### config.mk
export PLATFORM = sky130hd
export DESIGN_NAME = arp_receive_and_neighbor_cache_flat
export DESIGN_NICKNAME = d
export VERILOG_FILES = /design/src/design/arpnc_pkg.sv /design/src/design/arpnc_intf.sv /design/src/design/arpnc_cell.sv /design/src/design/arp_receive_and_neighbor_cache.sv /design/src/flat_wrapper.sv
export SDC_FILE = /design/constraint.sdc
export NUM_CORES = 2
export LEC_CHECK = 0
export BUFFER_PORTS_ARGS = -buffer_cell sky130_fd_sc_hd__buf_2
export CAP_MARGIN = 20
export CORE_MARGIN = 4
export CORE_UTILIZATION = 45
export CTS_CLUSTER_DIAMETER = 100
export DETAILED_ROUTE_END_ITERATION = 12
export GPL_TIMING_DRIVEN = 0
export SYNTH_ARGS = -nofsm -noshare
export SYNTH_HDL_FRONTEND = slang
export SYNTH_HIERARCHICAL = 1
export SYNTH_SLANG_ARGS = --single-unit
### constraint.sdc
create_clock -name clk -period 19.9 [get_ports clk]
set_clock_uncertainty 0.15 [all_clocks]
set_input_delay 0.995 -clock clk [delete_from_list [all_inputs] [get_ports clk]]
set_output_delay 0.995 -clock clk [all_outputs]
set_load 0.02 [all_outputs]
### src/design/arpnc_pkg.sv
// ----------------------------------------------------------------------------
// ARP neighbor cache package
// Shared sizes, codes and the structs passed along the cache cell row.
// ----------------------------------------------------------------------------
package arpnc_pkg;

  localparam int CACHE_ENTRIES = 8;
  localparam int IDX_W         = $clog2(CACHE_ENTRIES);
  localparam int IP_W          = 32;
  localparam int MAC_W         = 48;
  localparam int REG_IDX_W     = 2;

  localparam logic [7:0]       BYTE_ONES = 8'hFF;
  localparam logic [MAC_W-1:0] MAC_ONES  = {6{BYTE_ONES}};

  localparam logic [1:0] OP_FRAME  = 2'd0;
  localparam logic [1:0] OP_NOTE   = 2'd1;
  localparam logic [1:0] OP_LOOKUP = 2'd2;

  localparam logic [REG_IDX_W-1:0] REG_LOCAL_IP   = 2'd0;
  localparam logic [REG_IDX_W-1:0] REG_IF_READY   = 2'd1;
  localparam logic [REG_IDX_W-1:0] REG_GATEWAY_IP = 2'd2;

  localparam logic [2:0] ST_SHORT   = 3'd0;
  localparam logic [2:0] ST_BAD_FMT = 3'd1;
  localparam logic [2:0] ST_REQUEST = 3'd2;
  localparam logic [2:0] ST_REPLY   = 3'd3;
  localparam logic [2:0] ST_UNKNOWN = 3'd4;
  localparam logic [2:0] ST_NOTED   = 3'd5;
  localparam logic [2:0] ST_LOOKUP  = 3'd6;

  localparam logic [15:0] OPER_REQUEST = 16'd1;
  localparam logic [15:0] OPER_REPLY   = 16'd2;
  localparam logic [15:0] HW_ETHERNET  = 16'd1;
  localparam logic [15:0] PROTO_IPV4   = 16'h0800;
  localparam logic [7:0]  HW_LEN       = 8'd6;
  localparam logic [7:0]  PROTO_LEN    = 8'd4;

  typedef logic [IDX_W-1:0] idx_t;

  typedef struct packed {
    logic [IP_W-1:0]  ip;
    logic             hit;
    idx_t             hit_idx;
    logic             free;
    idx_t             free_idx;
    logic [MAC_W-1:0] mac;
  } srch_t;

  typedef struct packed {
    logic             en;
    idx_t             idx;
    logic [IP_W-1:0]  ip;
    logic [MAC_W-1:0] mac;
  } cwr_t;

endpackage

### src/design/arpnc_intf.sv
// ----------------------------------------------------------------------------
// ARP neighbor cache channels
// Valid/ready channels for input items, result items and register writes.
// ----------------------------------------------------------------------------
interface arpnc_in_if;
  logic        valid;
  logic        ready;
  logic [1:0]  opcode;
  logic        frame_short;
  logic [15:0] hardware_type;
  logic [15:0] protocol_type;
  logic [7:0]  hardware_addr_len;
  logic [7:0]  protocol_addr_len;
  logic [15:0] arp_operation;
  logic [47:0] sender_mac;
  logic [31:0] sender_ip;
  logic [31:0] tgt_ip;

  modport source (
    output valid, opcode, frame_short, hardware_type, protocol_type,
           hardware_addr_len, protocol_addr_len, arp_operation, sender_mac,
           sender_ip, tgt_ip,
    input  ready
  );
  modport sink (
    input  valid, opcode, frame_short, hardware_type, protocol_type,
           hardware_addr_len, protocol_addr_len, arp_operation, sender_mac,
           sender_ip, tgt_ip,
    output ready
  );
endinterface

interface arpnc_out_if;
  logic        valid;
  logic        ready;
  logic [2:0]  status;
  logic        send_reply;
  logic [47:0] reply_mac;
  logic [31:0] reply_ip;
  logic        hit;
  logic [47:0] found_mac;
  logic        gw_resolved;
  logic [47:0] gateway_mac;

  modport source (
    output valid, status, send_reply, reply_mac, reply_ip, hit, found_mac,
           gw_resolved, gateway_mac,
    input  ready
  );
  modport sink (
    input  valid, status, send_reply, reply_mac, reply_ip, hit, found_mac,
           gw_resolved, gateway_mac,
    output ready
  );
endinterface

interface arpnc_cfg_if;
  logic        valid;
  logic        ready;
  logic [1:0]  index;
  logic [31:0] data;

  modport source (output valid, index, data, input ready);
  modport sink (input valid, index, data, output ready);
endinterface

### src/design/arpnc_cell.sv
// ----------------------------------------------------------------------------
// ARP neighbor cache cell
// Holds one cache entry and forwards the search token to the next cell.
// ----------------------------------------------------------------------------
module arpnc_cell (
  input  logic                      clk,
  input  logic                      rst,
  input  arpnc_pkg::idx_t           idx,
  input  arpnc_pkg::srch_t          srch_in,
  output arpnc_pkg::srch_t          srch_out,
  input  arpnc_pkg::cwr_t           wr
);

  logic                        valid;
  logic [arpnc_pkg::IP_W-1:0]  ip;
  logic [arpnc_pkg::MAC_W-1:0] mac;
  arpnc_pkg::srch_t            srch_next;
  logic                        wr_here;

  assign wr_here = wr.en && (wr.idx == idx);

  always_comb begin
    srch_next = srch_in;
    if (!srch_in.hit && valid && (ip == srch_in.ip)) begin
      srch_next.hit     = 1'b1;
      srch_next.hit_idx = idx;
      srch_next.mac     = mac;
    end
    if (!valid && !srch_in.free) begin
      srch_next.free     = 1'b1;
      srch_next.free_idx = idx;
    end
  end

  always_ff @(posedge clk) begin
    if (rst) begin
      valid <= 1'b0;
    end else if (wr_here) begin
      valid <= 1'b1;
    end
  end

  always_ff @(posedge clk) begin
    srch_out <= srch_next;
    if (wr_here) begin
      ip  <= wr.ip;
      mac <= wr.mac;
    end
  end

endmodule

### src/design/arp_receive_and_neighbor_cache.sv
// ----------------------------------------------------------------------------
// ARP receive path with neighbor cache
// Classifies parsed ARP frames, learns sender pairs and answers IP lookups.
// ----------------------------------------------------------------------------
// Items arrive on in_ch: a parsed ARP frame, a manual peer note or a lookup.
// Each beat yields exactly one result beat on out_ch. Registers (local IP,
// interface ready, gateway IP) are written on cfg while no item is being
// processed, and an offered write holds off the input; writing the gateway
// IP clears the resolved flag.
// The cache is a row of CACHE_ENTRIES cells. A search token walks the row
// one cell per cycle, picking up the first matching and the first free
// entry, and the chosen slot is written when the result is registered.
// The result is registered in FINISH after the SCAN states have walked the
// row, and the block then returns to IDLE to accept the next item, so only
// one item is in flight.
// A stalled receiver holds the result in the output register; the block
// still accepts the next item and walks the row, then waits before writing.
// Reset empties the cache and clears the resolved flag, gateway MAC,
// replace pointer and registers.
module arp_receive_and_neighbor_cache (
  input  logic  clk,
  input  logic  rst,
  arpnc_in_if.sink    in_ch,
  arpnc_out_if.source out_ch,
  arpnc_cfg_if.sink   cfg
);

  typedef enum logic [1:0] {IDLE, SCAN, FINISH} state_t;

  state_t                      state;
  arpnc_pkg::idx_t             cnt;
  arpnc_pkg::idx_t             ptr;

  logic [arpnc_pkg::IP_W-1:0]  local_ip;
  logic                        if_ready;
  logic [arpnc_pkg::IP_W-1:0]  gateway_ip;
  logic                        resolved;
  logic [arpnc_pkg::MAC_W-1:0] gw_mac;

  logic [1:0]                  item_op;
  logic                        item_short;
  logic                        item_fmt_ok;
  logic [15:0]                 item_arp_op;
  logic [arpnc_pkg::MAC_W-1:0] item_mac;
  logic [arpnc_pkg::IP_W-1:0]  item_ip;
  logic [arpnc_pkg::IP_W-1:0]  item_target;

  logic                        out_valid;
  logic [2:0]                  out_status;
  logic                        out_send;
  logic [arpnc_pkg::MAC_W-1:0] out_reply_mac;
  logic [arpnc_pkg::IP_W-1:0]  out_reply_ip;
  logic                        out_hit;
  logic [arpnc_pkg::MAC_W-1:0] out_found_mac;
  logic                        out_resolved;
  logic [arpnc_pkg::MAC_W-1:0] out_gw_mac;

  arpnc_pkg::srch_t            srch [0:arpnc_pkg::CACHE_ENTRIES];
  arpnc_pkg::srch_t            tail;
  arpnc_pkg::cwr_t             wr;

  logic                        in_fire;
  logic                        fire;
  logic                        fmt_ok;
  logic                        frame_ok;
  logic                        is_req;
  logic                        is_rep;
  logic                        filt_ok;
  logic                        do_learn;
  logic                        gw_hit;
  logic                        use_ptr;
  logic                        send;
  logic                        is_lookup;
  arpnc_pkg::idx_t             slot;
  arpnc_pkg::idx_t             ptr_next;
  logic [2:0]                  status_next;

  assign in_ch.ready = (state == IDLE) && !cfg.valid;
  assign in_fire     = in_ch.valid && in_ch.ready;
  assign cfg.ready   = (state == IDLE);
  assign fire        = (state == FINISH) && (!out_valid || out_ch.ready);

  assign fmt_ok = (in_ch.hardware_type == arpnc_pkg::HW_ETHERNET) &&
                  (in_ch.protocol_type == arpnc_pkg::PROTO_IPV4) &&
                  (in_ch.hardware_addr_len == arpnc_pkg::HW_LEN) &&
                  (in_ch.protocol_addr_len == arpnc_pkg::PROTO_LEN);

  always_comb begin
    srch[0]          = '0;
    srch[0].ip       = item_ip;
  end

  for (genvar g = 0; g < arpnc_pkg::CACHE_ENTRIES; g++) begin : g_cell
    arpnc_cell u_cell (
      .clk      (clk),
      .rst      (rst),
      .idx      (arpnc_pkg::idx_t'(g)),
      .srch_in  (srch[g]),
      .srch_out (srch[g+1]),
      .wr       (wr)
    );
  end

  assign tail = srch[arpnc_pkg::CACHE_ENTRIES];

  always_comb begin
    frame_ok  = (item_op == arpnc_pkg::OP_FRAME) && !item_short && item_fmt_ok;
    is_req    = (item_arp_op == arpnc_pkg::OPER_REQUEST);
    is_rep    = (item_arp_op == arpnc_pkg::OPER_REPLY);
    is_lookup = (item_op != arpnc_pkg::OP_FRAME) && (item_op != arpnc_pkg::OP_NOTE);
    filt_ok   = (item_ip != '0) && (item_ip != local_ip) &&
                (item_mac != '0) && (item_mac != arpnc_pkg::MAC_ONES);
    do_learn  = (frame_ok || (item_op == arpnc_pkg::OP_NOTE)) && filt_ok;
    gw_hit    = frame_ok && (is_req || is_rep) && (item_ip == gateway_ip);
    send      = frame_ok && is_req && if_ready && (item_target == local_ip);
    use_ptr   = do_learn && !tail.hit && !tail.free;
    slot      = tail.hit ? tail.hit_idx : (tail.free ? tail.free_idx : ptr);
    ptr_next  = (ptr == arpnc_pkg::idx_t'(arpnc_pkg::CACHE_ENTRIES - 1)) ?
                '0 : ptr + arpnc_pkg::idx_t'(1);

    if (item_op == arpnc_pkg::OP_FRAME) begin
      if (item_short) begin
        status_next = arpnc_pkg::ST_SHORT;
      end else if (!item_fmt_ok) begin
        status_next = arpnc_pkg::ST_BAD_FMT;
      end else if (is_req) begin
        status_next = arpnc_pkg::ST_REQUEST;
      end else if (is_rep) begin
        status_next = arpnc_pkg::ST_REPLY;
      end else begin
        status_next = arpnc_pkg::ST_UNKNOWN;
      end
    end else if (item_op == arpnc_pkg::OP_NOTE) begin
      status_next = arpnc_pkg::ST_NOTED;
    end else begin
      status_next = arpnc_pkg::ST_LOOKUP;
    end

    wr.en  = fire && do_learn;
    wr.idx = slot;
    wr.ip  = item_ip;
    wr.mac = item_mac;
  end

  always_ff @(posedge clk) begin
    if (rst) begin
      state      <= IDLE;
      cnt        <= '0;
      ptr        <= '0;
      local_ip   <= '0;
      if_ready   <= 1'b0;
      gateway_ip <= '0;
      resolved   <= 1'b0;
      gw_mac     <= '0;
      out_valid  <= 1'b0;
    end else begin
      if (out_valid && out_ch.ready && !fire) begin
        out_valid <= 1'b0;
      end
      case (state)
        IDLE: begin
          if (in_fire) begin
            item_op     <= in_ch.opcode;
            item_short  <= in_ch.frame_short;
            item_fmt_ok <= fmt_ok;
            item_arp_op <= in_ch.arp_operation;
            item_mac    <= in_ch.sender_mac;
            item_ip     <= in_ch.sender_ip;
            item_target <= in_ch.tgt_ip;
            cnt         <= '0;
            state       <= SCAN;
          end
        end
        SCAN: begin
          cnt <= cnt + arpnc_pkg::idx_t'(1);
          if (cnt == arpnc_pkg::idx_t'(arpnc_pkg::CACHE_ENTRIES - 1)) begin
            state <= FINISH;
          end
        end
        FINISH: begin
          if (fire) begin
            if (use_ptr) begin
              ptr <= ptr_next;
            end
            if (gw_hit) begin
              gw_mac   <= item_mac;
              resolved <= 1'b1;
            end
            out_valid     <= 1'b1;
            out_status    <= status_next;
            out_send      <= send;
            out_reply_mac <= send ? item_mac : '0;
            out_reply_ip  <= send ? item_ip : '0;
            out_hit       <= is_lookup && tail.hit;
            out_found_mac <= (is_lookup && tail.hit) ? tail.mac : '0;
            out_resolved  <= gw_hit || resolved;
            out_gw_mac    <= gw_hit ? item_mac : gw_mac;
            state         <= IDLE;
          end
        end
        default: begin
          state <= IDLE;
        end
      endcase
      if (cfg.valid && cfg.ready) begin
        case (cfg.index)
          arpnc_pkg::REG_LOCAL_IP: begin
            local_ip <= cfg.data;
          end
          arpnc_pkg::REG_IF_READY: begin
            if_ready <= cfg.data[0];
          end
          arpnc_pkg::REG_GATEWAY_IP: begin
            gateway_ip <= cfg.data;
            resolved   <= 1'b0;
          end
          default: begin
          end
        endcase
      end
    end
  end

  assign out_ch.valid       = out_valid;
  assign out_ch.status      = out_status;
  assign out_ch.send_reply  = out_send;
  assign out_ch.reply_mac   = out_reply_mac;
  assign out_ch.reply_ip    = out_reply_ip;
  assign out_ch.hit         = out_hit;
  assign out_ch.found_mac   = out_found_mac;
  assign out_ch.gw_resolved = out_resolved;
  assign out_ch.gateway_mac = out_gw_mac;

  a_reply_only_on_request: assert property (@(posedge clk) disable iff (rst)
    out_valid && out_send |-> out_status == arpnc_pkg::ST_REQUEST)
    else $error("reply requested for an item that is not a request");

  a_hit_only_on_lookup: assert property (@(posedge clk) disable iff (rst)
    out_valid && out_hit |-> out_status == arpnc_pkg::ST_LOOKUP)
    else $error("cache hit reported for an item that is not a lookup");

  a_gateway_write_clears: assert property (@(posedge clk) disable iff (rst)
    cfg.valid && cfg.ready && cfg.index == arpnc_pkg::REG_GATEWAY_IP |=> !resolved)
    else $error("gateway write left the resolved flag set");

  a_ptr_in_range: assert property (@(posedge clk) disable iff (rst)
    int'(ptr) < arpnc_pkg::CACHE_ENTRIES)
    else $error("replace pointer beyond the cache");

  a_write_after_scan: assert property (@(posedge clk) disable iff (rst)
    wr.en |-> state == FINISH && cnt == '0)
    else $error("cache written before the search token left the row");

endmodule

### src/flat_wrapper.sv
// flat-port wrapper written by rule: the top's interface ports become plain ports
module arp_receive_and_neighbor_cache_flat 
  (clk, rst, in_ch_valid, in_ch_opcode, in_ch_frame_short, in_ch_hardware_type, in_ch_protocol_type, in_ch_hardware_addr_len, in_ch_protocol_addr_len, in_ch_arp_operation, in_ch_sender_mac, in_ch_sender_ip, in_ch_tgt_ip, in_ch_ready, out_ch_valid, out_ch_status, out_ch_send_reply, out_ch_reply_mac, out_ch_reply_ip, out_ch_hit, out_ch_found_mac, out_ch_gw_resolved, out_ch_gateway_mac, out_ch_ready, cfg_valid, cfg_index, cfg_data, cfg_ready);
  arpnc_in_if in_ch_i ();
  arpnc_out_if out_ch_i ();
  arpnc_cfg_if cfg_i ();
  input  logic clk;
  input  logic rst;
  input wire logic [$bits(in_ch_i.valid)-1:0] in_ch_valid;
  input wire logic [$bits(in_ch_i.opcode)-1:0] in_ch_opcode;
  input wire logic [$bits(in_ch_i.frame_short)-1:0] in_ch_frame_short;
  input wire logic [$bits(in_ch_i.hardware_type)-1:0] in_ch_hardware_type;
  input wire logic [$bits(in_ch_i.protocol_type)-1:0] in_ch_protocol_type;
  input wire logic [$bits(in_ch_i.hardware_addr_len)-1:0] in_ch_hardware_addr_len;
  input wire logic [$bits(in_ch_i.protocol_addr_len)-1:0] in_ch_protocol_addr_len;
  input wire logic [$bits(in_ch_i.arp_operation)-1:0] in_ch_arp_operation;
  input wire logic [$bits(in_ch_i.sender_mac)-1:0] in_ch_sender_mac;
  input wire logic [$bits(in_ch_i.sender_ip)-1:0] in_ch_sender_ip;
  input wire logic [$bits(in_ch_i.tgt_ip)-1:0] in_ch_tgt_ip;
  output wire logic [$bits(in_ch_i.ready)-1:0] in_ch_ready;
  output wire logic [$bits(out_ch_i.valid)-1:0] out_ch_valid;
  output wire logic [$bits(out_ch_i.status)-1:0] out_ch_status;
  output wire logic [$bits(out_ch_i.send_reply)-1:0] out_ch_send_reply;
  output wire logic [$bits(out_ch_i.reply_mac)-1:0] out_ch_reply_mac;
  output wire logic [$bits(out_ch_i.reply_ip)-1:0] out_ch_reply_ip;
  output wire logic [$bits(out_ch_i.hit)-1:0] out_ch_hit;
  output wire logic [$bits(out_ch_i.found_mac)-1:0] out_ch_found_mac;
  output wire logic [$bits(out_ch_i.gw_resolved)-1:0] out_ch_gw_resolved;
  output wire logic [$bits(out_ch_i.gateway_mac)-1:0] out_ch_gateway_mac;
  input wire logic [$bits(out_ch_i.ready)-1:0] out_ch_ready;
  input wire logic [$bits(cfg_i.valid)-1:0] cfg_valid;
  input wire logic [$bits(cfg_i.index)-1:0] cfg_index;
  input wire logic [$bits(cfg_i.data)-1:0] cfg_data;
  output wire logic [$bits(cfg_i.ready)-1:0] cfg_ready;
  assign in_ch_i.valid = in_ch_valid;
  assign in_ch_i.opcode = in_ch_opcode;
  assign in_ch_i.frame_short = in_ch_frame_short;
  assign in_ch_i.hardware_type = in_ch_hardware_type;
  assign in_ch_i.protocol_type = in_ch_protocol_type;
  assign in_ch_i.hardware_addr_len = in_ch_hardware_addr_len;
  assign in_ch_i.protocol_addr_len = in_ch_protocol_addr_len;
  assign in_ch_i.arp_operation = in_ch_arp_operation;
  assign in_ch_i.sender_mac = in_ch_sender_mac;
  assign in_ch_i.sender_ip = in_ch_sender_ip;
  assign in_ch_i.tgt_ip = in_ch_tgt_ip;
  assign in_ch_ready = in_ch_i.ready;
  assign out_ch_valid = out_ch_i.valid;
  assign out_ch_status = out_ch_i.status;
  assign out_ch_send_reply = out_ch_i.send_reply;
  assign out_ch_reply_mac = out_ch_i.reply_mac;
  assign out_ch_reply_ip = out_ch_i.reply_ip;
  assign out_ch_hit = out_ch_i.hit;
  assign out_ch_found_mac = out_ch_i.found_mac;
  assign out_ch_gw_resolved = out_ch_i.gw_resolved;
  assign out_ch_gateway_mac = out_ch_i.gateway_mac;
  assign out_ch_i.ready = out_ch_ready;
  assign cfg_i.valid = cfg_valid;
  assign cfg_i.index = cfg_index;
  assign cfg_i.data = cfg_data;
  assign cfg_ready = cfg_i.ready;
  arp_receive_and_neighbor_cache u_core (.clk(clk), .rst(rst), .in_ch(in_ch_i), .out_ch(out_ch_i), .cfg(cfg_i));
endmodule
==> run summary <==
Final Cycle Share: 23.6%
Global route overflow: 0
Clock-pin transition on the worst setup and hold timing paths: 0.06 ns
Placed cell count: 5,823
P per Cell Area: 103 nW/um^2
Clk sinks: 1,757
Die Width: 373 um
Nets: 4,467
CP max-delay cell: edfxtp_1
Antenna violations before repair: 12
Most common cell after layout, fill and taps aside: edfxtp_1
DR vias: 28,953
Io pins: 403
Fin. Hold Viols: 0
Die Span Y: 373 um
Fin worst setup slack: 15.20 ns
GRT Util Overall: 17.7%
Synthesized cell area: 60,000 um^2
Max-slew headroom: 24.9%
Measured slew at the worst slew-check pin: 1.13 ns
DP Worst Slack: 14.78 ns
CP Max Fanout: 14
Type of origin of the critical path: flop
Die area: 139,000 um^2
Outcome: completed
Cells traversed along the worst timing path: nor4_1 > nand4_1 > o221ai_1 > a311o_1 > nor2_1 > nand2_1 > nor3_2 > buf_6 > buf_6 > buf_6
Final setup fails: 0
Drt via density: 4.70
CP Class: flop to flop
Number of global-route vias before repair: 29,149
Fin. max-slew vios: 0
Setup TNS: 0 ns
Clock Tree Root: clkbuf_16
H-tree depth: 4
CTS tree: done
DRC Markers: 0
DR pass1 iterations: 5
Routed Wire Length: 124,000 um
Largest net degree at the start of global routing: 32
Total core area: 132,000 um^2
Synthesis-to-layout area growth: 19.7%
Resized cells post-CTS: 0
Mean Syn Cell Area: 17.4 um^2
Final HPWL DP: 87,800 um
Yosys warnings: 6
Num CTS Buffers: 174
Unrepaired setup endpoints after global routing: no
Critical path's most frequent cell: buf_6
Worst path max stage delay: 1.03 ns
Wire per inst: 20.1 um
Critical path arrival: 5.04 ns
Worst-skew pair later-pin latency: 0.80 ns
Worst VDD drop: 85.6 uV
Post-route ant nets: 0
Hold Path Class: flop to flop
Tmin final: 4.70 ns
Fin cells: 6,160
Leak Pwr: 28.1 nW
Syn Inst Count: 3,448
Bufs on Longest Clock Path: 3
Layout cells sized above 1: 30.4%
Max_cap viols: 0
Port Buf Inserts: 402
# Post-CTS Setup Buffers: 0
1st-iter DRT viols: 1,710
Most frequent cells in the layout: edfxtp_1, dfxtp_1, buf_2
CTS Hold Bufs: 0
Crit end category: flop
Row Count: 133
Placer Congestion: 0.844
Max frequency: 213 MHz
Initial core utilization: 45.4%
First-pass GRT wire length: 184,000 um
Required time of the critical path: 20.23 ns
[sequential cells by signal, indices dropped and copies added (netlist names), 48 cells and up]
| register | flops |
|---|---|
| u_core/g_cell.u_cell/srch_out | 672 |
| u_core/g_cell.u_cell/mac | 384 |
| u_core/g_cell.u_cell/ip | 256 |
| u_core/gw_mac | 48 |
| u_core/item_mac | 48 |
| u_core/out_ch.found_mac | 48 |
| u_core/out_ch.gateway_mac | 48 |
| u_core/out_ch.reply_mac | 48 |
[stage by stage]
step	hold slack, ns	instance area [um^2]	total power, W	utilization [%]
3_3_place_gp	0.203	64700	0.00417	49.0
5_1_grt	0.158	71800	0.00767	54.4
6_report	0.198	71800	0.00740	54.4
2_1_floorplan	0.199	60500	0.00410	-
3_5_place_dp	0.204	65800	0.00417	49.9
4_1_cts	0.143	71700	0.00748	54.4
[metal layers]
layer	up-vias	track usage, %	wire length [um]
met2	717	29.7	59800
met4	2	5.55	3410
met1	14021	23.0	54300
met5	-	0	13
li1	14004	-	-
met3	209	3.75	6150
[power by group]
part           leakage, nW  total, W  switching, W  internal, W
sequential            15.4   0.00393     0.0000529      0.00388
combinational         9.86  0.000162     0.0000630    0.0000988
clock                 2.89   0.00331       0.00135      0.00195
total                 28.1   0.00740       0.00147      0.00593
[critical path: cells and delay by family, from the launching register on]
kind | cells | cell delay (ns)
DFF | 1 | 1.03
AOI/OAI and AO/OA | 2 | 0.90
buffers and inverters | 3 | 0.64
and+or+nand+nor | 5 | 1.66
[worst paths after layout]
check | startpoint | endpoint | slack (ns) | cells past startpoint
setup / recovery | u_core/item_ip[8] | u_core/g_cell[2].u_cell/mac[32] | 15.20 | 10
hold / removal | u_core/g_cell[5].u_cell/srch_out[81] | u_core/g_cell[6].u_cell/srch_out[81] | 0.20 | 0
setup reg to reg | u_core/item_ip[8] | u_core/g_cell[2].u_cell/mac[32] | 15.20 | 10
hold reg to reg | u_core/g_cell[5].u_cell/srch_out[81] | u_core/g_cell[6].u_cell/srch_out[81] | 0.20 | 0
[layout make-up]
cell class / count / area, um^2
antenna: 7 / 17.5
buffer: 96 / 676
sequential: 1757 / 44700
inverter: 2 / 7.51
multi-input combinational: 1721 / 15100
timing repair buffer: 493 / 3110
tap: 1755 / 2200
clock buffer: 255 / 5000
clock inverter: 74 / 936
fill: 10570 / 60200
Power figures use the tool's default switching activity.
